`src/transient_shaper_defines.svh`:
```
// Assertion macros used by the transient shaper queue.
`ifndef TRANSIENT_SHAPER_DEFINES_SVH
`define TRANSIENT_SHAPER_DEFINES_SVH
// Implication checked on every rising clock edge outside reset.
`define TS_ASSERT_IMP(label, clk, rst, a, b) \
  label: assert property (@(posedge clk) disable iff (rst) (a) |-> (b)) \
    else $error("assertion failed");
// Next-cycle implication checked outside reset.
`define TS_ASSERT_NXT(label, clk, rst, a, b) \
  label: assert property (@(posedge clk) disable iff (rst) (a) |=> (b)) \
    else $error("assertion failed");
`endif

```
`src/ts_pkg.sv`:
```
// ---------------------------------------------------------------------------
// ts_pkg
// Shared widths, constants and types of the transient shaper.
// ---------------------------------------------------------------------------
`timescale 1ns / 1ps
package ts_pkg;
  localparam int SampleW = 24;
  localparam int OutW    = 28;
  localparam int CfgW    = 16;
  localparam int IdxW    = 2;
  localparam int QueueDepthDefault = 2;
  localparam logic [IdxW-1:0] RegFastCoeff = 2'd0;
  localparam logic [IdxW-1:0] RegSlowCoeff = 2'd1;
  localparam logic [IdxW-1:0] RegGain      = 2'd2;
  localparam logic [IdxW-1:0] RegSatEn     = 2'd3;
  localparam logic [16:0] KFastScale = 17'd39322;
  localparam logic [16:0] KSlowScale = 17'd19661;
  localparam logic [23:0] MagMax = 24'd8388608;

  // Classified item handed from front to back.
  typedef struct packed {
    logic signed [SampleW-1:0] sample;
    logic [23:0]               amount;
  } ts_item_t;

  typedef struct packed {
    logic [15:0] gain;
    logic        sat_en;
  } ts_back_cfg_t;
endpackage

```
`src/ts_stream_if.sv`:
```
// ---------------------------------------------------------------------------
// ts_stream_if
// Valid/ready channel carrying one payload per beat.
// ---------------------------------------------------------------------------
`timescale 1ns / 1ps
interface ts_stream_if #(parameter int W = 24) ();
  logic         valid;
  logic         ready;
  logic [W-1:0] data;
  modport source (output valid, output data, input ready);
  modport sink   (input valid, input data, output ready);
endinterface

```
`src/ts_front.sv`:
```
// ---------------------------------------------------------------------------
// ts_front
// Envelope followers: takes samples, updates both envelopes
// with one shared multiplier and emits the transient amount.
// ---------------------------------------------------------------------------
`timescale 1ns / 1ps
module ts_front import ts_pkg::*; (
  input  logic                      clk,
  input  logic                      rst,
  input  logic [15:0]               fast_coeff,
  input  logic [15:0]               slow_coeff,
  input  logic                      in_valid,
  output logic                      in_ready,
  input  logic signed [SampleW-1:0] in_sample,
  output logic                      out_valid,
  input  logic                      out_ready,
  output ts_item_t                  out_item
);
  typedef enum logic [2:0] {S_IDLE, S_KF, S_KS, S_DF, S_DS, S_OUT} state_t;
  state_t state;
  logic [23:0] fast_env, slow_env, mag;
  logic signed [SampleW-1:0] smp;
  logic [16:0] kf, ks;
  logic [23:0] m_a;
  logic [16:0] m_b;
  logic [40:0] prod;
  logic [24:0] abs_s;
  logic [23:0] amount;

  assign abs_s = in_sample[SampleW-1] ? 25'(-$signed({in_sample[23], in_sample}))
                                      : 25'({1'b0, in_sample});
  always_comb begin
    m_a = '0;
    m_b = '0;
    unique case (state)
      S_KF: begin m_a = 24'(fast_coeff); m_b = KFastScale; end
      S_KS: begin m_a = 24'(slow_coeff); m_b = KSlowScale; end
      S_DF: begin m_a = fast_env - mag; m_b = kf; end
      S_DS: begin m_a = slow_env - mag; m_b = ks; end
      default: ;
    endcase
  end
  assign prod = 41'(m_a) * 41'(m_b) + 41'd32768;
  assign amount = (fast_env > slow_env) ? fast_env - slow_env : 24'd0;
  assign in_ready = (state == S_IDLE);
  assign out_valid = (state == S_OUT);

  always_ff @(posedge clk) begin
    if (rst) begin
      state <= S_IDLE;
      fast_env <= '0;
      slow_env <= '0;
    end else begin
      unique case (state)
        S_IDLE: if (in_valid) begin
          smp <= in_sample;
          mag <= (abs_s > 25'(MagMax)) ? MagMax : abs_s[23:0];
          state <= S_KF;
        end
        S_KF: begin kf <= prod[32:16]; state <= S_KS; end
        S_KS: begin ks <= prod[32:16]; state <= S_DF; end
        S_DF: begin
          if (mag > fast_env) fast_env <= mag;
          else fast_env <= fast_env - prod[39:16];
          state <= S_DS;
        end
        S_DS: begin
          if (mag > slow_env) slow_env <= mag;
          else slow_env <= slow_env - prod[39:16];
          state <= S_OUT;
        end
        S_OUT: if (out_ready) state <= S_IDLE;
        default: state <= S_IDLE;
      endcase
    end
  end
  assign out_item.sample = smp;
  assign out_item.amount = amount;
endmodule

```
`src/ts_queue.sv`:
```
// ---------------------------------------------------------------------------
// ts_queue
// Short register FIFO between the front and the back.
// ---------------------------------------------------------------------------
`timescale 1ns / 1ps
`include "transient_shaper_defines.svh"
module ts_queue import ts_pkg::*; #(
  parameter int Depth = QueueDepthDefault
) (
  input  logic     clk,
  input  logic     rst,
  input  logic     in_valid,
  output logic     in_ready,
  input  ts_item_t in_item,
  output logic     out_valid,
  input  logic     out_ready,
  output ts_item_t out_item
);
  localparam int AW = (Depth > 1) ? $clog2(Depth) : 1;
  ts_item_t mem [Depth];
  logic [AW-1:0] wp, rp;
  logic [AW:0] cnt;
  logic push, pop;
  assign in_ready = (cnt != (AW+1)'(Depth));
  assign out_valid = (cnt != '0);
  assign push = in_valid && in_ready;
  assign pop = out_valid && out_ready;
  assign out_item = mem[rp];
  always_ff @(posedge clk) begin
    if (rst) begin
      wp <= '0; rp <= '0; cnt <= '0;
    end else begin
      if (push) wp <= (wp == AW'(Depth-1)) ? '0 : wp + 1'b1;
      if (pop)  rp <= (rp == AW'(Depth-1)) ? '0 : rp + 1'b1;
      cnt <= cnt + (AW+1)'(push) - (AW+1)'(pop);
    end
    if (push) mem[wp] <= in_item;
  end
  `TS_ASSERT_IMP(a_no_over, clk, rst, cnt == (AW+1)'(Depth), !push)
  `TS_ASSERT_NXT(a_cnt_up, clk, rst, push && !pop, cnt == $past(cnt) + 1'b1)
  `TS_ASSERT_NXT(a_cnt_dn, clk, rst, pop && !push, cnt == $past(cnt) - 1'b1)
endmodule

```
`src/ts_back.sv`:
```
// ---------------------------------------------------------------------------
// ts_back
// Gain, sum and soft clip with a radix-2 restoring divider.
// ---------------------------------------------------------------------------
`timescale 1ns / 1ps
module ts_back import ts_pkg::*; (
  input  logic                  clk,
  input  logic                  rst,
  input  ts_back_cfg_t          cfg,
  input  logic                  in_valid,
  output logic                  in_ready,
  input  ts_item_t              in_item,
  output logic                  out_valid,
  input  logic                  out_ready,
  output logic signed [OutW-1:0] shaped,
  output logic [23:0]           amount
);
  typedef enum logic [2:0] {S_IDLE, S_MUL, S_SUM, S_DIV, S_FIN, S_OUT} state_t;
  state_t state;
  logic signed [SampleW-1:0] smp;
  logic [39:0] comp_p;
  logic signed [27:0] y;
  logic neg;
  logic [26:0] mag;
  logic [55:0] rem;
  logic [55:0] num;
  logic [29:0] den;
  logic [29:0] den_init;
  logic [29:0] quot;
  logic [5:0]  bcnt;
  logic [56:0] trial;
  logic [26:0] e;

  assign in_ready = (state == S_IDLE);
  assign out_valid = (state == S_OUT);
  assign e = mag - 27'd16777216;
  assign den_init = 30'd41943040 + 30'({e, 2'b00});
  assign trial = {rem, num[55]} - 57'(den);

  always_ff @(posedge clk) begin
    if (rst) begin
      state <= S_IDLE;
    end else begin
      unique case (state)
        S_IDLE: if (in_valid) begin
          smp <= in_item.sample;
          amount <= in_item.amount;
          state <= S_MUL;
        end
        S_MUL: begin
          comp_p <= 40'(amount) * 40'(cfg.gain) + 40'd4096;
          state <= S_SUM;
        end
        S_SUM: begin
          y <= 28'(smp) + 28'(comp_p[39:13]);
          state <= S_FIN;
          bcnt <= '0;
        end
        S_FIN: begin
          neg <= y[27];
          mag <= y[27] ? 27'(-y) : 27'(y);
          if (cfg.sat_en && ((y[27] ? 28'(-y) : y) > 28'sd16777216)) begin
            state <= S_DIV;
          end else begin
            shaped <= y;
            state <= S_OUT;
          end
          bcnt <= '0;
        end
        S_DIV: begin
          // First cycle loads operands; then one quotient bit per cycle.
          if (bcnt == 6'd0) begin
            den <= den_init;
            // Five times the excess, scaled by 2^23, as two shifted copies.
            num <= 56'({e, 25'd0}) + 56'({e, 23'd0}) + 56'(den_init >> 1);
            rem <= '0;
            quot <= '0;
            bcnt <= 6'd1;
          end else if (bcnt <= 6'd56) begin
            if (!trial[56]) begin
              rem <= trial[55:0];
              quot <= {quot[28:0], 1'b1};
            end else begin
              rem <= {rem[54:0], num[55]};
              quot <= {quot[28:0], 1'b0};
            end
            num <= {num[54:0], 1'b0};
            bcnt <= bcnt + 1'b1;
          end else begin
            shaped <= neg ? -(28'sd16777216 + 28'(quot)) : 28'sd16777216 + 28'(quot);
            state <= S_OUT;
          end
        end
        S_OUT: if (out_ready) state <= S_IDLE;
        default: state <= S_IDLE;
      endcase
    end
  end
endmodule

```
`src/transient_shaper.sv`:
```
// Transient shaper: one 24-bit sample per beat in, one shaped sample and
// transient amount out. The front updates both envelopes through one
// shared multiplier; the back runs its one-bit-a-cycle divider only when
// the soft clipper engages. A queue, two entries deep by default, between
// them lets the front run ahead.
// ---------------------------------------------------------------------------
// transient_shaper
// Top level: configuration registers, front, queue and back.
// ---------------------------------------------------------------------------
`timescale 1ns / 1ps
module transient_shaper import ts_pkg::*; #(
  parameter int QueueDepth = QueueDepthDefault
) (
  input  logic            clk,
  input  logic            rst,
  input  logic            cfg_we,
  input  logic [IdxW-1:0] cfg_index,
  input  logic [CfgW-1:0] cfg_data,
  ts_stream_if.sink       in_ch,
  ts_stream_if.source     out_ch
);
  logic [15:0] fast_coeff, slow_coeff, gain;
  logic sat_en;
  always_ff @(posedge clk) begin
    if (rst) begin
      fast_coeff <= '0; slow_coeff <= '0; gain <= 16'd8192; sat_en <= 1'b0;
    end else if (cfg_we) begin
      unique case (cfg_index)
        RegFastCoeff: fast_coeff <= cfg_data;
        RegSlowCoeff: slow_coeff <= cfg_data;
        RegGain:      gain <= cfg_data;
        RegSatEn:     sat_en <= cfg_data[0];
        default: ;
      endcase
    end
  end
  logic fv, fr, bv, br;
  ts_item_t fi, bi;
  ts_back_cfg_t bcfg;
  logic signed [OutW-1:0] shaped;
  logic [23:0] amt;
  assign bcfg.gain = gain;
  assign bcfg.sat_en = sat_en;
  ts_front u_front (.clk, .rst, .fast_coeff, .slow_coeff,
    .in_valid(in_ch.valid), .in_ready(in_ch.ready),
    .in_sample(in_ch.data[SampleW-1:0]),
    .out_valid(fv), .out_ready(fr), .out_item(fi));
  ts_queue #(.Depth(QueueDepth)) u_queue (.clk, .rst, .in_valid(fv), .in_ready(fr),
    .in_item(fi), .out_valid(bv), .out_ready(br), .out_item(bi));
  ts_back u_back (.clk, .rst, .cfg(bcfg), .in_valid(bv), .in_ready(br), .in_item(bi),
    .out_valid(out_ch.valid), .out_ready(out_ch.ready), .shaped, .amount(amt));
  assign out_ch.data = {amt, shaped};
endmodule

```
`src/flat_wrapper.sv`:
```
// flat-port wrapper written by rule: the top's interface ports become plain ports
module transient_shaper_flat import ts_pkg::*;
#(
  parameter int QueueDepth = QueueDepthDefault
)
  (clk, rst, cfg_we, cfg_index, cfg_data, in_ch_valid, in_ch_data, in_ch_ready, out_ch_valid, out_ch_data, out_ch_ready);
  ts_stream_if #(.W(SampleW)) in_ch_i ();
  ts_stream_if #(.W(OutW + 24)) out_ch_i ();
  input  logic clk;
  input  logic rst;
  input  logic cfg_we;
  input  logic [IdxW-1:0] cfg_index;
  input  logic [CfgW-1:0] cfg_data;
  input wire logic [$bits(in_ch_i.valid)-1:0] in_ch_valid;
  input wire logic [$bits(in_ch_i.data)-1:0] in_ch_data;
  output wire logic [$bits(in_ch_i.ready)-1:0] in_ch_ready;
  output wire logic [$bits(out_ch_i.valid)-1:0] out_ch_valid;
  output wire logic [$bits(out_ch_i.data)-1:0] out_ch_data;
  input wire logic [$bits(out_ch_i.ready)-1:0] out_ch_ready;
  assign in_ch_i.valid = in_ch_valid;
  assign in_ch_i.data = in_ch_data;
  assign in_ch_ready = in_ch_i.ready;
  assign out_ch_valid = out_ch_i.valid;
  assign out_ch_data = out_ch_i.data;
  assign out_ch_i.ready = out_ch_ready;
  transient_shaper #(.QueueDepth(QueueDepth)) u_core (.clk(clk), .rst(rst), .cfg_we(cfg_we), .cfg_index(cfg_index), .cfg_data(cfg_data), .in_ch(in_ch_i), .out_ch(out_ch_i));
endmodule
```
`config.mk`:
```
export PLATFORM = sky130hd
export DESIGN_NAME = transient_shaper_flat
export DESIGN_NICKNAME = d
export VERILOG_FILES = /design/src/ts_pkg.sv /design/src/ts_stream_if.sv /design/src/ts_front.sv /design/src/ts_queue.sv /design/src/ts_back.sv /design/src/transient_shaper.sv /design/src/flat_wrapper.sv
export VERILOG_INCLUDE_DIRS = /design/src /design/src/src
export SDC_FILE = /design/constraint.sdc
export NUM_CORES = 2
export LEC_CHECK = 0
export BUFFER_PORTS_ARGS = -buffer_cell sky130_fd_sc_hd__buf_4
export CAP_MARGIN = 20
export CORE_ASPECT_RATIO = 0.7
export CORE_MARGIN = 10
export CORE_UTILIZATION = 45
export DETAILED_ROUTE_END_ITERATION = 16
export PLACE_DENSITY = 0.7
export SYNTH_ARGS = -nofsm -noshare
export SYNTH_HDL_FRONTEND = slang
export SYNTH_SLANG_ARGS = --single-unit
```
`constraint.sdc`:
```
create_clock -name clk -period 19 [get_ports clk]
set_input_delay 3.8 -clock clk [delete_from_list [all_inputs] [get_ports clk]]
set_output_delay 3.8 -clock clk [all_outputs]
set_load 0.005 [all_outputs]
```
---- Word level (Yosys, flattened, before mapping) ----
Memory sizes are Yosys's and may differ from the RTL's. A register that Yosys moved wholly into a read port is not among the register bits.
Index checks and enable logic that the tools add are counted.
word-level totals
  memories ................................ 1
  output and inout port bits .............. 54
  register bits ........................... 489
  memory bits (writable) .................. 96
memory list
  name                words  bits a word  rd ports  clocked after memory_dff  wr ports  line            source
  u_core.u_queue.mem  2      48           1         1                         1         ts_queue.sv:20  ts_item_t mem [Depth];
operators by class
  reductions and logical operators ........ 29
  magnitude comparators ................... 6
  bitwise logic cells ..................... 1
  add/sub/neg operators ................... 22
  multiply operators ...................... 2
  multiplexer cells ....................... 35
  eq/ne operators ......................... 22
operators with widths
  operator                                               number
  two-way mux 56 bit                                     4
  two-way mux 28 bit                                     6
  subtractor 24 bit                                      5
  one-hot mux 24 bit (4 select lines)                    1
  > comparator 24 bit                                    3
  two-way mux 24 bit                                     3
  one-hot mux 17 bit (4 select lines)                    1
  subtractor 57 x 30 -> 57 bit                           1
  negation 28 bit                                        2
  one-hot mux 28 bit (2 select lines)                    1
  adder 53 x 29 -> 54 bit                                1
  adder 52 x 50 -> 53 bit                                1
  adder 40 x 13 -> 40 bit (second input constant)        1
  adder 40 x 16 -> 40 bit (second input constant)        1
  multiplier 24 x 16 -> 40 bit                           1
  multiplier 24 x 17 -> 40 bit                           1
  one-hot mux 3 bit (6 select lines)                     2
  adder 26 x 29 -> 30 bit (first input constant)         1
  adder 25 x 28 -> 28 bit (first input constant)         1
  adder 28 x 27 -> 28 bit                                1
  > comparator 28 x 26 -> 1 bit (second input constant)  1
  two-way mux 27 bit                                     1
  subtractor 27 x 25 -> 27 bit (second input constant)   1
  > comparator 25 x 24 -> 1 bit (second input constant)  1
  other kinds (30)                                       75

---- Logic depth before layout (Yosys ltp) ----
  depth in word-level cells ............... 6
  gate-level depth with buffers ........... 61

---- Modules after synthesis ----
A second synthesis with hierarchy kept.
second synthesis, totals
  cell total of the unflattened synthesis .. 6288
  area total of the unflattened synthesis .. 60649.4 um2
by module, submodules not included
  module            area an instance (um2)  instances  seq. area each (um2)  cells each
  ts_back           30189.0                 1          10029.6               3000
  ts_front          24684.9                 1          3483.3                2931
  ts_queue          3774.9                  1          2982.9                174
  transient_shaper  2000.7                  1          980.9                 183

---- Worst setup path before layout ----
OpenSTA, ideal clock, no wires.
  kind .................................... input to register
  start ................................... in rst
  end ..................................... reg u_core.u_back.num[10], enable pin
  library setup time ...................... 807 ps
  path slack .............................. 4568 ps
  stages on the path ...................... 3
  buffers on the path ..................... 2
  data arrival time ....................... 13624 ps
  cells stage by stage .................... clkbuf_1 > buf_1 > nor3_1
between the ends
  cells in the longest elaborated chain, start to end .. 2
RTL lines
  item                                  line                source
  start: declaration                    flat_wrapper.sv:10  input logic rst;
  inverter 1 bit (no source line)       n/a
  AND reduction 3 bit (no source line)  n/a
  end signal: assignment                ts_back.sv:75       num <= 56'({e, 25'd0}) + 56'({e, 23'd0}) + 56'(den_init >> 1);
  end signal: assignment                ts_back.sv:87       num <= {num[54:0], 1'b0};
  end: declaration                      ts_back.sv:26       logic [55:0] num;
No other way between the ends.
A chain may end at the register's enable or synchronous reset.

---- Worst setup path after layout ----
  start ................................... reg u_core.u_front.mag[2]
  end ..................................... reg u_core.u_front.fast_env[21]
between the ends
  cells in the longest elaborated chain, start to end .. 6
  elaborated cells between the ends (all ways) .. 8
  those cells by class .................... add/sub (4); mul (1); order compare (1); mux (2)
RTL lines
  item                                   line                            source
  start: declaration                     ts_front.sv:21                  logic [23:0] fast_env, slow_env, mag;
  start signal: assignment               ts_front.sv:57                  mag <= (abs_s > 25'(MagMax)) ? MagMax : abs_s[23:0];
  subtractor 24 bit (on tied branches)   ts_front.sv:39, ts_front.sv:38
  one-hot mux 24 bit (4 select lines) *  ts_front.sv:35                  unique case (state)
  multiplier 24 x 17 -> 40 bit *         ts_front.sv:43                  assign prod = 41'(m_a) * 41'(m_b) + 41'd32768;
  adder 40 x 16 -> 40 bit *              ts_front.sv:43
  via u_core.u_front.prod[24]            ts_front.sv:26                  logic [40:0] prod;
  subtractor 24 bit *                    ts_front.sv:64                  else fast_env <= fast_env - prod[39:16];
  two-way mux 24 bit *                   ts_front.sv:63                  if (mag > fast_env) fast_env <= mag;
  end signal: assignment                 ts_front.sv:63
  end signal: assignment                 ts_front.sv:64
  end: declaration                       ts_front.sv:21
Mark *: on every way through the listed nets, which the timed path passes. The rest lies on a longest branch.

==> flow_summary.yaml <==
run_status:
  status: "finished, final reports clean"
setup_path:
  rr_startpoint: "u_core.u_front.mag[2]$_SDFFCE_PN0P_"
  crit_end: "u_core.u_front.fast_env[21]$_SDFFE_PP0P_"
  reg2reg_depth: 48
  cp.arrival_ns: 14.82
  regToRegSetupSlack_ns: 4.74
  rr_endpoint: "u_core.u_front.fast_env[21]$_SDFFE_PP0P_"
  cp_top_family: "compound AO/OA/AOI/OAI gates"
  worst-setup-path-type: "reg -> reg"
  slowest_stage: "a311oi_1"
  critPathLaunchType: "flop"
  crit_start: "u_core.u_front.mag[2]$_SDFFCE_PN0P_"
  crit_fanout: 10
  required_ns: 19.57
  crit_cells: 48
  max_stage_delay_ns: 0.75
  crit_top_cell: "fa_1"
  crit_path_end_kind: "flop"
  timing.critical_path.buf_inv: 5
yosys:
  netlist_area_um2: 60500
  postSynthAreaPerCell_um2: 9.45
  ys_top_cells_by_area: "edfxtp_1, fa_1, ha_1, inv_1, nand2_1"
  yosys_warnings: 0
  synth-seq-cells: 617
  syn_inst: 6400
  yosysMostFrequentCell: "inv_1"
  synth_edf_count: 510
  yosysTopAreaCell: "edfxtp_1"
  ys_seq_area_share_pct: 28.9
  synth_top_area_share_pct: 25.3
  synth_cell_types: 104
  synth_fp_nets: 7558
  synthFlopType: "edfxtp_1"
  async_flop_share_pct: 0
  synth_commonest_cells: "inv_1, nand2_1, fa_1, nor2_1, edfxtp_1"
cts:
  clk_latency_ns: 0.68
  cts.htree.levels: 2
  cts_buffers: 60
  clkTransAtPathRegs_ns: 0.07
  cts_num_sinks: 617
  cts_resized: 0
  hold_buffers: 0
  postCtsSetupRepairBufs: 0
  clock_path_buffers: 3
  cts-root-buf: "clkbuf_16"
  tritoncts: "done"
placement:
  dpl_cell_area_um2: 63300
  port_buffers: 100
  gp_congestion: 0.932
  placed_cells: 8111
  dp_hpwl_um: 130000
die:
  die_x_um: 458
  core-area_um2: 133000
  initial_core_util_pct: 45.3
  die_h_um: 327
  dieArea_um2: 150000
  pin_count: 101
  fp-row-count: 112
sta:
  period_minus_slack_ns: 14.26
  finalSetupTns_ns: 0
  maxSlewHeadroom_pct: 25.4
  final_hold_viol_count: 0
  clock_skew_ns: 0.0519
  fin_crit_sh_pct: 75.0
  setup_viol: 0
  rsz0062_at_grt: "no"
  worstMarginPinSlew_ns: 1.09
  slew_violations: 0
  fmax_mhz: 70.1
power_and_ir_drop:
  swShare_pct: 39.1
  vdd_drop_max_mv: 0.0832
  p_leak_uw: 0.0278
  power_switching_uw: 1980
  p_int_uw: 3090
  pwr-share-clk_pct: 24.8
  powerDensity_nw_per_um2: 77.4
  pwr-share-comb_pct: 41.4
  p_seq_share_pct: 33.8
route:
  via_per_inst: 5.66
  route.detailed.drc: 0
  first_pass_iters: 6
  first_iter_violations: 4853
  avgRoutedWirePerCell_um: 20.5
  wl_um: 169000
  route.vias.total: 46700
  ant_nets: 0
worst_hold_path:
  hp-class: "reg -> reg"
job:
  cap_violations: 0
cells_and_area:
  finish.utilization_pct: 49.0
  drive_gt1_share_pct: 7.38
  finish.net_count: 7568
  layoutNonFillerInstCount: 8243
  fillers: 12200
  seqCellArea_um2: 17500
  fin_area_um2: 65400
  multi_input_area_um2: 38600
  area_growth_pct: 8.23
global_route:
  grt_pass1_vias: 45800
  grt_pass1_wl_um: 265000
  gr-total-overflow: 0
  antenna_found_initial: 24
  grt_max_degree: 95
  grt_usage_pct: 22.1
[flip-flops by register name (all words and copies together), names as in the netlist, 16 cells and up]
register	flops
u_core.u_front.ks	17
u_core.u_front.smp	24
u_core.gain	16
u_core.u_back.num	55
u_core.u_back.amount	24
u_core.u_back.shaped	28
u_core.u_front.mag	24
u_core.u_back.rem	56
u_core.u_back.y	28
u_core.u_front.kf	17
u_core.u_back.comp_p	27
u_core.fast_coeff	16
u_core.u_back.quot	28
u_core.u_back.smp	24
u_core.slow_coeff	16
u_core.u_back.den	28
u_core.u_front.fast_env	24
u_core.u_queue.mem	96
u_core.u_front.slow_env	24
u_core.u_back.mag	27
[how the worst min path moves through the flow]
| stage | startpoint | end | slack [ns] | cells past startpoint |
|---|---|---|---|---|
| floorplan | u_core.u_front.smp[0]$_DFFE_PP_ | u_core.u_queue.mem[0][24]$_DFFE_PP_ | 0.42 | 0 |
| global placement | u_core.u_front.smp[0]$_DFFE_PP_ | u_core.u_queue.mem[0][24]$_DFFE_PP_ | 0.42 | 0 |
| detailed placement | u_core.u_front.smp[4]$_DFFE_PP_ | u_core.u_queue.mem[0][28]$_DFFE_PP_ | 0.43 | 0 |
| CTS | u_core.u_front.smp[5]$_DFFE_PP_ | u_core.u_queue.mem[1][29]$_DFFE_PP_ | 0.44 | 0 |
| global route | u_core.u_front.smp[0]$_DFFE_PP_ | u_core.u_queue.mem[0][24]$_DFFE_PP_ | 0.45 | 0 |
| finish | u_core.u_front.smp[5]$_DFFE_PP_ | u_core.u_queue.mem[1][29]$_DFFE_PP_ | 0.44 | 0 |
[cell usage in the layout (no fill, tap or decap), types with 24 or more instances in the layout]
master	synthesis	final
inv_1	962	962
nand2_1	782	781
fa_1	646	646
nor2_1	519	516
edfxtp_1	510	510
ha_1	465	465
a21oi_1	270	266
o21ai_0	197	197
and2_1	197	196
buf_4	0	196
xnor2_1	181	181
nor3_1	150	144
dfxtp_1	107	106
nand2b_1	89	89
xor2_1	82	82
nand3_1	70	70
or2_2	62	62
a211oi_1	63	62
a21o_1	62	62
clkbuf_16	0	61
mux2_2	59	59
or3_1	46	46
nor2b_1	46	46
o31ai_1	42	42
o21a_1	39	39
a22oi_1	34	34
a31oi_1	31	31
nor4_1	32	30
and3_1	29	29
a22o_1	27	27
or4_1	28	27
o21bai_1	24	24
[through the flow]
step	total power [uW]	setup slack, ns	hold slack [ns]
CTS	5040	5.15	0.444
global placement	3720	5.59	0.425
global route	5330	3.90	0.454
finish	5060	4.74	0.444
detailed placement	3760	5.20	0.430
floorplan	3090	4.57	0.421
[per-layer routing]
| layer | vias to the layer above | part of all wire, % | track usage [%] |
|---|---|---|---|
| li1 | 21300 | - | - |
| met1 | 23000 | 45 | 33.6 |
| met2 | 2160 | 42 | 31.9 |
| met3 | 249 | 11 | 5.03 |
| met4 | 12 | 2.1 | 4.87 |
| met5 | - | 0.042 | 0 |
[power groups by stage]
stage | clock network (uW) | registers (uW) | logic (uW)
2_1_floorplan | 0 | 1680 | 1410
3_3_place_gp | 0 | 1730 | 1990
3_5_place_dp | 0 | 1730 | 2030
4_1_cts | 1270 | 1710 | 2060
5_1_grt | 1320 | 1720 | 2290
6_report | 1260 | 1710 | 2100
[logic make-up (layout without fill, tap and decap cells)]
logic type	count (synthesis)	count (layout)	share of synthesized area, %
fa+ha+maj	1117	1117	31.1
compound gates	984	984	10.8
simple gates	2127	2127	16.4
other cells	0	14	0
xor+xnor	264	264	3.84
flops	617	617	28.9
mux	77	77	1.40
buf+inv	1214	1276	7.55
[final cells by class]
class	count	area share, %
Timing Repair Buffer	199	2.31
Tap cell	1767	3.38
Antenna cell	14	0.0535
Inverter	963	5.52
Clock inverter	45	0.717
Clock buffer	69	2.39
Sequential cell	617	26.7
Multi-Input combinational cell	4569	58.9
Power figures use the tool's default switching activity.
